==> config.mk <==
export PLATFORM = sky130hd
export DESIGN_NAME = char_lcd_4bit_writer_core_flat
export DESIGN_NICKNAME = d
export VERILOG_FILES = /design/src/sv/clw_pkg.sv /design/src/sv/clw_in_if.sv /design/src/sv/clw_out_if.sv /design/src/sv/clw_ctrl.sv /design/src/sv/clw_dp.sv /design/src/sv/char_lcd_4bit_writer_core.sv /design/src/flat_wrapper.sv
export SDC_FILE = /design/constraint.sdc
export NUM_CORES = 1
export LEC_CHECK = 0
export ABC_AREA = 0
export BUFFER_PORTS_ARGS = -buffer_cell sky130_fd_sc_hd__buf_2
export CORE_MARGIN = 8
export CORE_UTILIZATION = 57
export CTS_BUF_LIST = sky130_fd_sc_hd__clkbuf_16
export CTS_CLUSTER_DIAMETER = 50
export CTS_CLUSTER_SIZE = 25
export DETAILED_ROUTE_END_ITERATION = 7
export GPL_ROUTABILITY_DRIVEN = 0
export GPL_TIMING_DRIVEN = 0
export HOLD_SLACK_MARGIN = 0.15
export PLACE_DENSITY = 0.77
export REMOVE_ABC_BUFFERS = 1
export SETUP_SLACK_MARGIN = 0.2
export SYNTH_ARGS = -nofsm -noshare
export SYNTH_HDL_FRONTEND = slang
export SYNTH_HIERARCHICAL = 1
export SYNTH_SLANG_ARGS = --single-unit
==> constraint.sdc <==
create_clock -name i_clk -period 4.1 [get_ports i_clk]
set_input_delay 0 -clock i_clk [delete_from_list [all_inputs] [get_ports i_clk]]
set_output_delay 0 -clock i_clk [all_outputs]
set_load 0.005 [all_outputs]
==> src/sv/clw_pkg.sv <==
package clw_pkg;

    typedef enum logic [1:0] {
        CMD_INIT = 2'd0,
        CMD_INST = 2'd1,
        CMD_DATA = 2'd2,
        CMD_NONE = 2'd3
    } t_cmd;

    typedef enum logic [1:0] {
        REG_PULSE    = 2'd0,
        REG_BUSY     = 2'd1,
        REG_BYTEWAIT = 2'd2,
        REG_POWERON  = 2'd3
    } t_reg_idx;

    typedef enum logic [2:0] {
        HS_POWER           = 3'd0,
        HS_PULSE           = 3'd1,
        HS_PULSE_BUSY      = 3'd2,
        HS_PULSE_WAIT      = 3'd3,
        HS_PULSE_WAIT_BUSY = 3'd4
    } t_hold_sel;

    localparam int unsigned TICK_W = 16;
    localparam int unsigned HOLD_W = 18;
    localparam int unsigned STEP_W = 5;

    localparam logic [TICK_W-1:0] PULSE_RST    = 16'd200;
    localparam logic [TICK_W-1:0] BUSY_RST     = 16'd10000;
    localparam logic [TICK_W-1:0] BYTEWAIT_RST = 16'd16000;
    localparam logic [TICK_W-1:0] POWERON_RST  = 16'd50000;

    // init: idle state, four wake-up nibbles (8 phases), four bytes (16 phases)
    localparam logic [STEP_W-1:0] INIT_LAST_STEP   = 5'd24;
    localparam logic [STEP_W-1:0] INIT_NIB_LAST    = 5'd8;
    localparam logic [STEP_W-1:0] INIT_BYTE_FIRST  = 5'd9;
    localparam logic [1:0]        BYTE_LAST_PHASE  = 2'd3;
    localparam logic [1:0]        INIT_LAST_BYTE   = 2'd3;
    localparam logic [1:0]        WAKE_LAST_NIB    = 2'd3;
    localparam logic [3:0]        WAKE_NIB         = 4'h3;
    localparam logic [3:0]        MODE4_NIB        = 4'h2;

    // element 0 is the first byte sent
    localparam logic [3:0][7:0] INIT_BYTES = {8'h01, 8'h06, 8'h0C, 8'h28};

    typedef struct packed {
        logic      valid;
        logic      rs;
        logic [3:0] nibble;
        logic      enable;
        t_hold_sel hold_sel;
        logic      last;
    } t_dp_cmd;

    typedef struct packed {
        logic space;
    } t_dp_stat;

endpackage

==> src/sv/clw_in_if.sv <==
interface clw_in_if;
    logic       valid;
    logic       ready;
    logic [1:0] cmd;
    logic [7:0] value;

    modport source (output valid, output cmd, output value, input ready);
    modport sink   (input valid, input cmd, input value, output ready);
endinterface

==> src/sv/clw_out_if.sv <==
interface clw_out_if;
    logic        valid;
    logic        ready;
    logic        reg_select;
    logic [3:0]  nibble;
    logic        enable;
    logic [17:0] hold_ticks;
    logic        last;

    modport source (output valid, output reg_select, output nibble, output enable,
                    output hold_ticks, output last, input ready);
    modport sink   (input valid, input reg_select, input nibble, input enable,
                    input hold_ticks, input last, output ready);
endinterface

==> src/sv/clw_ctrl.sv <==
module clw_ctrl (
    input  logic                i_clk,
    input  logic                i_rst_n,
    input  logic                i_in_valid,
    input  logic [1:0]          i_in_cmd,
    input  logic [7:0]          i_in_value,
    output logic                o_in_ready,
    input  clw_pkg::t_dp_stat   i_stat,
    output clw_pkg::t_dp_cmd    o_cmd
);

    typedef enum logic [2:0] {
        ST_IDLE = 3'b001,
        ST_INIT = 3'b010,
        ST_BYTE = 3'b100
    } t_state;

    t_state                       r_state, n_state;
    logic [clw_pkg::STEP_W-1:0]   r_step, n_step;
    logic [7:0]                   r_byte, n_byte;
    logic                         r_rs, n_rs;

    logic                         issue;
    logic                         is_last;
    logic [clw_pkg::STEP_W-1:0]   s_nib;
    logic [clw_pkg::STEP_W-1:0]   s_byte;
    logic [1:0]                   phase;
    logic [1:0]                   byte_sel;
    logic [7:0]                   cur_byte;

    assign o_in_ready = (r_state == ST_IDLE);
    assign issue      = o_cmd.valid && i_stat.space;

    assign s_nib  = r_step - 5'd1;
    assign s_byte = r_step - clw_pkg::INIT_BYTE_FIRST;

    always_comb begin
        o_cmd          = '0;
        o_cmd.hold_sel = clw_pkg::HS_PULSE;
        phase          = r_step[1:0];
        byte_sel       = 2'd0;
        cur_byte       = r_byte;
        is_last        = 1'b0;
        unique case (r_state)
            ST_IDLE: begin
                o_cmd.valid = 1'b0;
            end
            ST_INIT: begin
                o_cmd.valid = 1'b1;
                o_cmd.rs    = 1'b0;
                is_last     = (r_step == clw_pkg::INIT_LAST_STEP);
                if (r_step == '0) begin
                    o_cmd.hold_sel = clw_pkg::HS_POWER;
                end else if (r_step <= clw_pkg::INIT_NIB_LAST) begin
                    o_cmd.nibble = (s_nib[2:1] == clw_pkg::WAKE_LAST_NIB)
                                   ? clw_pkg::MODE4_NIB : clw_pkg::WAKE_NIB;
                    o_cmd.enable   = ~s_nib[0];
                    o_cmd.hold_sel = s_nib[0] ? clw_pkg::HS_PULSE_BUSY
                                              : clw_pkg::HS_PULSE;
                end else begin
                    byte_sel     = s_byte[3:2];
                    phase        = s_byte[1:0];
                    cur_byte     = clw_pkg::INIT_BYTES[byte_sel];
                    o_cmd.nibble = phase[1] ? cur_byte[3:0] : cur_byte[7:4];
                    o_cmd.enable = ~phase[0];
                    if (phase == clw_pkg::BYTE_LAST_PHASE) begin
                        o_cmd.hold_sel = (byte_sel == clw_pkg::INIT_LAST_BYTE)
                                         ? clw_pkg::HS_PULSE_WAIT_BUSY
                                         : clw_pkg::HS_PULSE_WAIT;
                    end
                end
            end
            ST_BYTE: begin
                o_cmd.valid  = 1'b1;
                o_cmd.rs     = r_rs;
                o_cmd.nibble = phase[1] ? r_byte[3:0] : r_byte[7:4];
                o_cmd.enable = ~phase[0];
                is_last      = (phase == clw_pkg::BYTE_LAST_PHASE);
                if (is_last) begin
                    o_cmd.hold_sel = clw_pkg::HS_PULSE_WAIT;
                end
            end
            default: begin
                o_cmd.valid = 1'b0;
            end
        endcase
        o_cmd.last = is_last;
    end

    always_comb begin
        n_state = r_state;
        n_step  = r_step;
        n_byte  = r_byte;
        n_rs    = r_rs;
        unique case (r_state)
            ST_IDLE: begin
                if (i_in_valid) begin
                    n_step = '0;
                    n_byte = i_in_value;
                    n_rs   = (i_in_cmd == clw_pkg::CMD_DATA);
                    case (i_in_cmd)
                        clw_pkg::CMD_INIT: n_state = ST_INIT;
                        clw_pkg::CMD_INST,
                        clw_pkg::CMD_DATA: n_state = ST_BYTE;
                        default:           n_state = ST_IDLE;
                    endcase
                end
            end
            ST_INIT, ST_BYTE: begin
                if (issue) begin
                    n_step = r_step + 5'd1;
                    if (is_last) begin
                        n_state = ST_IDLE;
                    end
                end
            end
            default: begin
                n_state = ST_IDLE;
            end
        endcase
    end

    always_ff @(posedge i_clk) begin
        if (!i_rst_n) begin
            r_state <= ST_IDLE;
            r_step  <= '0;
        end else begin
            r_state <= n_state;
            r_step  <= n_step;
        end
        r_byte <= n_byte;
        r_rs   <= n_rs;
    end

endmodule

==> src/sv/clw_dp.sv <==
module clw_dp (
    input  logic                        i_clk,
    input  logic                        i_rst_n,
    input  logic                        i_cfg_we,
    input  logic [1:0]                  i_cfg_idx,
    input  logic [clw_pkg::TICK_W-1:0]  i_cfg_data,
    input  clw_pkg::t_dp_cmd            i_cmd,
    output clw_pkg::t_dp_stat           o_stat,
    input  logic                        i_out_ready,
    output logic                        o_out_valid,
    output logic                        o_out_rs,
    output logic [3:0]                  o_out_nibble,
    output logic                        o_out_enable,
    output logic [clw_pkg::HOLD_W-1:0]  o_out_hold,
    output logic                        o_out_last
);

    logic [clw_pkg::TICK_W-1:0] r_pulse, r_busy, r_wait, r_power;
    logic                       r_valid;
    logic                       r_rs;
    logic [3:0]                 r_nibble;
    logic                       r_enable;
    logic [clw_pkg::HOLD_W-1:0] r_hold, n_hold;
    logic                       r_last;
    logic                       load;
    logic [clw_pkg::HOLD_W-1:0] pulse_x, busy_x, wait_x;

    assign o_stat.space = !r_valid || i_out_ready;
    assign load         = i_cmd.valid && o_stat.space;

    assign pulse_x = {2'b00, r_pulse};
    assign busy_x  = {2'b00, r_busy};
    assign wait_x  = {2'b00, r_wait};

    always_comb begin
        case (i_cmd.hold_sel)
            clw_pkg::HS_POWER:           n_hold = {2'b00, r_power};
            clw_pkg::HS_PULSE:           n_hold = pulse_x;
            clw_pkg::HS_PULSE_BUSY:      n_hold = pulse_x + busy_x;
            clw_pkg::HS_PULSE_WAIT:      n_hold = pulse_x + wait_x;
            clw_pkg::HS_PULSE_WAIT_BUSY: n_hold = pulse_x + wait_x + busy_x;
            default:                     n_hold = pulse_x;
        endcase
    end

    always_ff @(posedge i_clk) begin
        if (!i_rst_n) begin
            r_pulse <= clw_pkg::PULSE_RST;
            r_busy  <= clw_pkg::BUSY_RST;
            r_wait  <= clw_pkg::BYTEWAIT_RST;
            r_power <= clw_pkg::POWERON_RST;
        end else if (i_cfg_we) begin
            unique case (i_cfg_idx)
                clw_pkg::REG_PULSE:    r_pulse <= i_cfg_data;
                clw_pkg::REG_BUSY:     r_busy  <= i_cfg_data;
                clw_pkg::REG_BYTEWAIT: r_wait  <= i_cfg_data;
                clw_pkg::REG_POWERON:  r_power <= i_cfg_data;
                default:               r_pulse <= r_pulse;
            endcase
        end
    end

    always_ff @(posedge i_clk) begin
        if (!i_rst_n) begin
            r_valid <= 1'b0;
        end else if (load) begin
            r_valid <= 1'b1;
        end else if (i_out_ready) begin
            r_valid <= 1'b0;
        end
        if (load) begin
            r_rs     <= i_cmd.rs;
            r_nibble <= i_cmd.nibble;
            r_enable <= i_cmd.enable;
            r_hold   <= n_hold;
            r_last   <= i_cmd.last;
        end
    end

    assign o_out_valid  = r_valid;
    assign o_out_rs     = r_rs;
    assign o_out_nibble = r_nibble;
    assign o_out_enable = r_enable;
    assign o_out_hold   = r_hold;
    assign o_out_last   = r_last;

endmodule

==> src/sv/char_lcd_4bit_writer_core.sv <==
// The request is captured into the step sequencer, which then loads the first pin state
// into the output register; the sequencer moves one pin state per cycle into that register
// while it has space; a byte request gives 4 states, init gives 25 states.
// A new request is taken once the sequencer has issued the last state of the previous one.
// Reset (synchronous, active low): sequencer idle, output empty, timing registers
// back to 200 / 10000 / 16000 / 50000 ticks.
module char_lcd_4bit_writer_core (
    input  logic        i_clk,
    input  logic        i_rst_n,
    input  logic        i_cfg_we,
    input  logic [1:0]  i_cfg_idx,
    input  logic [15:0] i_cfg_data,
    clw_in_if.sink      i_in,
    clw_out_if.source   o_out
);

    clw_pkg::t_dp_cmd  cmd;
    clw_pkg::t_dp_stat stat;

    clw_ctrl u_ctrl (
        .i_clk      (i_clk),
        .i_rst_n    (i_rst_n),
        .i_in_valid (i_in.valid),
        .i_in_cmd   (i_in.cmd),
        .i_in_value (i_in.value),
        .o_in_ready (i_in.ready),
        .i_stat     (stat),
        .o_cmd      (cmd)
    );

    clw_dp u_dp (
        .i_clk        (i_clk),
        .i_rst_n      (i_rst_n),
        .i_cfg_we     (i_cfg_we),
        .i_cfg_idx    (i_cfg_idx),
        .i_cfg_data   (i_cfg_data),
        .i_cmd        (cmd),
        .o_stat       (stat),
        .i_out_ready  (o_out.ready),
        .o_out_valid  (o_out.valid),
        .o_out_rs     (o_out.reg_select),
        .o_out_nibble (o_out.nibble),
        .o_out_enable (o_out.enable),
        .o_out_hold   (o_out.hold_ticks),
        .o_out_last   (o_out.last)
    );

endmodule

==> src/flat_wrapper.sv <==
// flat-port wrapper written by rule: the top's interface ports become plain ports
module char_lcd_4bit_writer_core_flat 
  (i_clk, i_rst_n, i_cfg_we, i_cfg_idx, i_cfg_data, i_in_valid, i_in_cmd, i_in_value, i_in_ready, o_out_valid, o_out_reg_select, o_out_nibble, o_out_enable, o_out_hold_ticks, o_out_last, o_out_ready);
  clw_in_if i_in_i ();
  clw_out_if o_out_i ();
  input  logic i_clk;
  input  logic i_rst_n;
  input  logic i_cfg_we;
  input  logic [1:0] i_cfg_idx;
  input  logic [15:0] i_cfg_data;
  input wire logic [$bits(i_in_i.valid)-1:0] i_in_valid;
  input wire logic [$bits(i_in_i.cmd)-1:0] i_in_cmd;
  input wire logic [$bits(i_in_i.value)-1:0] i_in_value;
  output wire logic [$bits(i_in_i.ready)-1:0] i_in_ready;
  output wire logic [$bits(o_out_i.valid)-1:0] o_out_valid;
  output wire logic [$bits(o_out_i.reg_select)-1:0] o_out_reg_select;
  output wire logic [$bits(o_out_i.nibble)-1:0] o_out_nibble;
  output wire logic [$bits(o_out_i.enable)-1:0] o_out_enable;
  output wire logic [$bits(o_out_i.hold_ticks)-1:0] o_out_hold_ticks;
  output wire logic [$bits(o_out_i.last)-1:0] o_out_last;
  input wire logic [$bits(o_out_i.ready)-1:0] o_out_ready;
  assign i_in_i.valid = i_in_valid;
  assign i_in_i.cmd = i_in_cmd;
  assign i_in_i.value = i_in_value;
  assign i_in_ready = i_in_i.ready;
  assign o_out_valid = o_out_i.valid;
  assign o_out_reg_select = o_out_i.reg_select;
  assign o_out_nibble = o_out_i.nibble;
  assign o_out_enable = o_out_i.enable;
  assign o_out_hold_ticks = o_out_i.hold_ticks;
  assign o_out_last = o_out_i.last;
  assign o_out_i.ready = o_out_ready;
  char_lcd_4bit_writer_core u_core (.i_clk(i_clk), .i_rst_n(i_rst_n), .i_cfg_we(i_cfg_we), .i_cfg_idx(i_cfg_idx), .i_cfg_data(i_cfg_data), .i_in(i_in_i), .o_out(o_out_i));
endmodule
==> flow_summary.yaml <==
power_and_ir_drop:
  p_comb_share_pct: 21.2
  leakagePower_nw: 3.34
  p_int_w: 0.00186
  p_seq_share_pct: 44.9
  clkPwrFrac_pct: 33.9
  p_sw_share_pct: 28.5
  p_sw_w: 0.000742
  ir_worst_vdd_mv: 0.198
  p_per_area_nw_per_um2: 308
finish:
  layout.nets: 1019
  area_delta_synth_final_pct: 18.6
  n_antenna_cell: 0
  final_cells: 1103
  design_area_um2: 8440
  drive_above_1_share_pct: 17.4
  final_util_pct: 68.0
logic_synthesis:
  synth_edf_count: 34
  ys_types: 78
  synth-main-ff-cell: "dfxtp_1"
  syn_inst: 839
  netlist.area_leader.share_pct: 20.5
  yosysWarnings: 6
  yosys_register_bits: 107
  syn-cell-area_um2: 7120
  async_flop_share_pct: 0
  ys_seq_area_share_pct: 34.9
  yosys.area.top_type: "dfxtp_1"
  avgSynthCellArea_um2: 8.48
  synthTopCellsByArea: "dfxtp_1 21%, edfxtp_1 14%, ha_1 10%"
worst_setup_path:
  worstReg2RegStart: "u_core/u_dp/r_pulse[0]"
  crit_arrival_ns: 3.99
  ff2ff_path_depth: 18
  end_kind: "flop"
  crit_path_end: "u_core/u_dp/o_out_hold[13]"
  critPathLaunchType: "flop"
  required_ns: 4.29
  crit_path_max_fanout: 4
  critPathKind: "reg2reg"
  rrSetupSlack_ns: 0.30
  r2r-end: "u_core/u_dp/o_out_hold[13]"
  startpoint: "u_core/u_dp/r_pulse[0]"
floorplanning:
  core_region_area_um2: 12400
  die_h_um: 128
  num_io_pins: 60
  dieWidth_um: 128
  fp.dieArea_um2: 16300
  initial_core_util_pct: 57.3
  row_count: 41
placement:
  placed_cell_area_um2: 7540
  io_buffers: 59
  dp_worst_setup_slack_ns: -0.0278
  place_inst: 1039
  hpwl_um: 13700
cts:
  cts_buffers: 9
  cts_tree: "built"
  cts_sinks: 107
  cts_buffer_depth: 2
  clk_latency_ns: 0.36
  cts_root_buf: "clkbuf_16"
  htree_levels: 3
  path_clk_slew_ns: 0.07
routing:
  drt_iter0_markers: 674
  wl_per_cell_um: 18.0
  avgViaCountPerCell: 5.97
  drc_errors: 0
  routed_wl_um: 19800
  drtPass1Iterations: 6
  dr_total_vias: 6587
  drtAntennaViolNets: 0
flow_run:
  maxCapViolCount: 0
global_routing:
  track_usage_pct: 23.6
  antenna_found_initial: 0
  grt_pass1_vias: 6003
  grt_max_degree: 72
  grt_overflow: 0
  grt_pass1_wl_um: 30900
run_status:
  status: "finished, final reports clean"
sta:
  finalCriticalPeriod_ns: 3.80
  timing.final.crit_share_pct: 92.6
  tightest_slew_ns: 1.15
  fin_setup_tns_ns: 0
  report.final.slew_viol_count: 0
  hold_viol: 0
  setup_viol: 0
  fin_skew_ns: 0.00853
  grt_setup_unrepaired: "true"
  max_freq_mhz: 263
  maxSlewHeadroom_pct: 23.6
  setup_slack_ns: 0.304
hold_path:
  hold_class: "in2reg"
state kept, by name, summed over array words and instances (netlist names), 3 cells and up:
register,cells
u_core/u_dp/o_out_hold,18
u_core/u_dp/r_busy,16
u_core/u_dp/r_power,16
u_core/u_dp/r_pulse,16
u_core/u_dp/r_wait,16
u_core/u_ctrl/r_byte,8
u_core/u_ctrl/r_step,5
u_core/u_dp/o_out_nibble,4
u_core/u_ctrl/r_state,3
placed cells by master (no fill, tap or decap), types with 5 or more instances in the layout:
cell type / instances
mux2i_1: 9
o21a_1: 9
a211oi_2: 5
a21oi_1: 39
o22ai_1: 8
dlygate4sd3_1: 31
xor2_1: 11
nand3_1: 32
nor2_1: 56
inv_1: 19
edfxtp_1: 34
a211oi_1: 12
a31oi_1: 12
a21oi_2: 5
xnor2_1: 22
ha_1: 53
nor3_1: 12
buf_2: 59
o31a_1: 5
dfxtp_1: 68
nand2b_1: 11
nand2_1: 163
o21ai_0: 33
a21boi_0: 47
buf_4: 16
nor2b_1: 9
a21o_1: 11
and3_1: 6
clkbuf_16: 9
routing by layer:
metal / track usage, % / share of wire, %
met3: 4.70 / 7.2
met4: 9.51 / 2.5
met1: 30.2 / 44
met2: 38.3 / 47
met5: 0 / 0
through the flow:
stage | power (W) | hold slack [ns]
after floorplan | 0.00153 | 0.0718
after global routing | 0.00272 | 0.205
final | 0.00260 | 0.181
after detailed placement | 0.00167 | 0.179
after global placement | 0.00166 | 0.176
after CTS | 0.00257 | 0.176
cells by family after synthesis:
kind of cell,count (synthesis),synth area share [%]
buf+inv,55,3.18
flops,107,34.9
simple gates,333,21.6
fa+ha+maj,60,10.9
xor+xnor,35,4.41
mux,12,1.74
compound gates,237,23.3
critical path, stage by stage, from the launching register on:
cell     delay [ns]
dfxtp_4        0.36
ha_4           0.16
inv_2          0.05
fa_2           0.23
nor2b_4        0.06
o31ai_4        0.35
a21oi_2        0.11
o21a_1         0.21
nor2_2         0.16
xnor2_2        0.15
ha_2           0.33
buf_4          0.15
and3_4         0.18
and3_4         0.16
a221o_1        0.34
xnor2_1        0.14
o21ai_1        0.15
a22oi_1        0.08
a31oi_1        0.27
what timing repair did:
action                                  4_1_cts  5_1_grt
gates resized for setup                       8       32
setup buffers                                 2       14
hold buffers                                 31        0
pin swaps                                     4       25
endpoints found under the setup margin       17       18
hold endpoints to repair                     75        0
worst min path at each step:
stage | startpoint | end | slack [ns] | cells past startpoint
5_1_grt | i_in_cmd[0] | u_core/u_ctrl/r_state[2] | 0.21 | 5
3_3_place_gp | i_in_value[1] | u_core/u_ctrl/r_byte[1] | 0.18 | 1
6_report | i_cfg_idx[0] | u_core/u_dp/r_wait[2] | 0.18 | 4
4_1_cts | i_in_cmd[0] | u_core/u_ctrl/r_state[1] | 0.18 | 5
3_5_place_dp | i_in_value[2] | u_core/u_ctrl/r_byte[2] | 0.18 | 1
2_1_floorplan | i_rst_n | u_core/u_dp/r_busy[10] | 0.07 | 1
cell usage after synthesis (11+ instances only):
cell type and number:
ha_1 57, xnor2_1 23, xor2_1 11, dfxtp_1 73, nand2b_1 11, clkbuf_1 29, nand3_1 32, edfxtp_1 34
a31oi_1 13, a21o_1 11, inv_1 20, a211oi_1 14, nand2_1 163, nor2_1 60, a21oi_1 44, nor3_1 14
o21ai_0 37, a21boi_0 47
cell type report:
cell class / instances / area (um2)
Clock buffer: 9 / 225
Clock inverter: 7 / 75.1
Fill cell: 1044 / 3970
Inverter: 20 / 78.8
Multi-Input combinational cell: 677 / 4560
Sequential cell: 107 / 2490
Tap cell: 172 / 215
Timing Repair Buffer: 111 / 798
power groups by stage:
stage	sequential [W]	clock [W]	combinational, W
after global placement	0.00119	0	0.000466
final	0.00117	0.000883	0.000552
after floorplan	0.00118	0	0.000348
after CTS	0.00117	0.000895	0.000506
after global routing	0.00117	0.000939	0.000603
after detailed placement	0.00119	0	0.000475
Note: power is estimated with default switching activity, not from simulation.
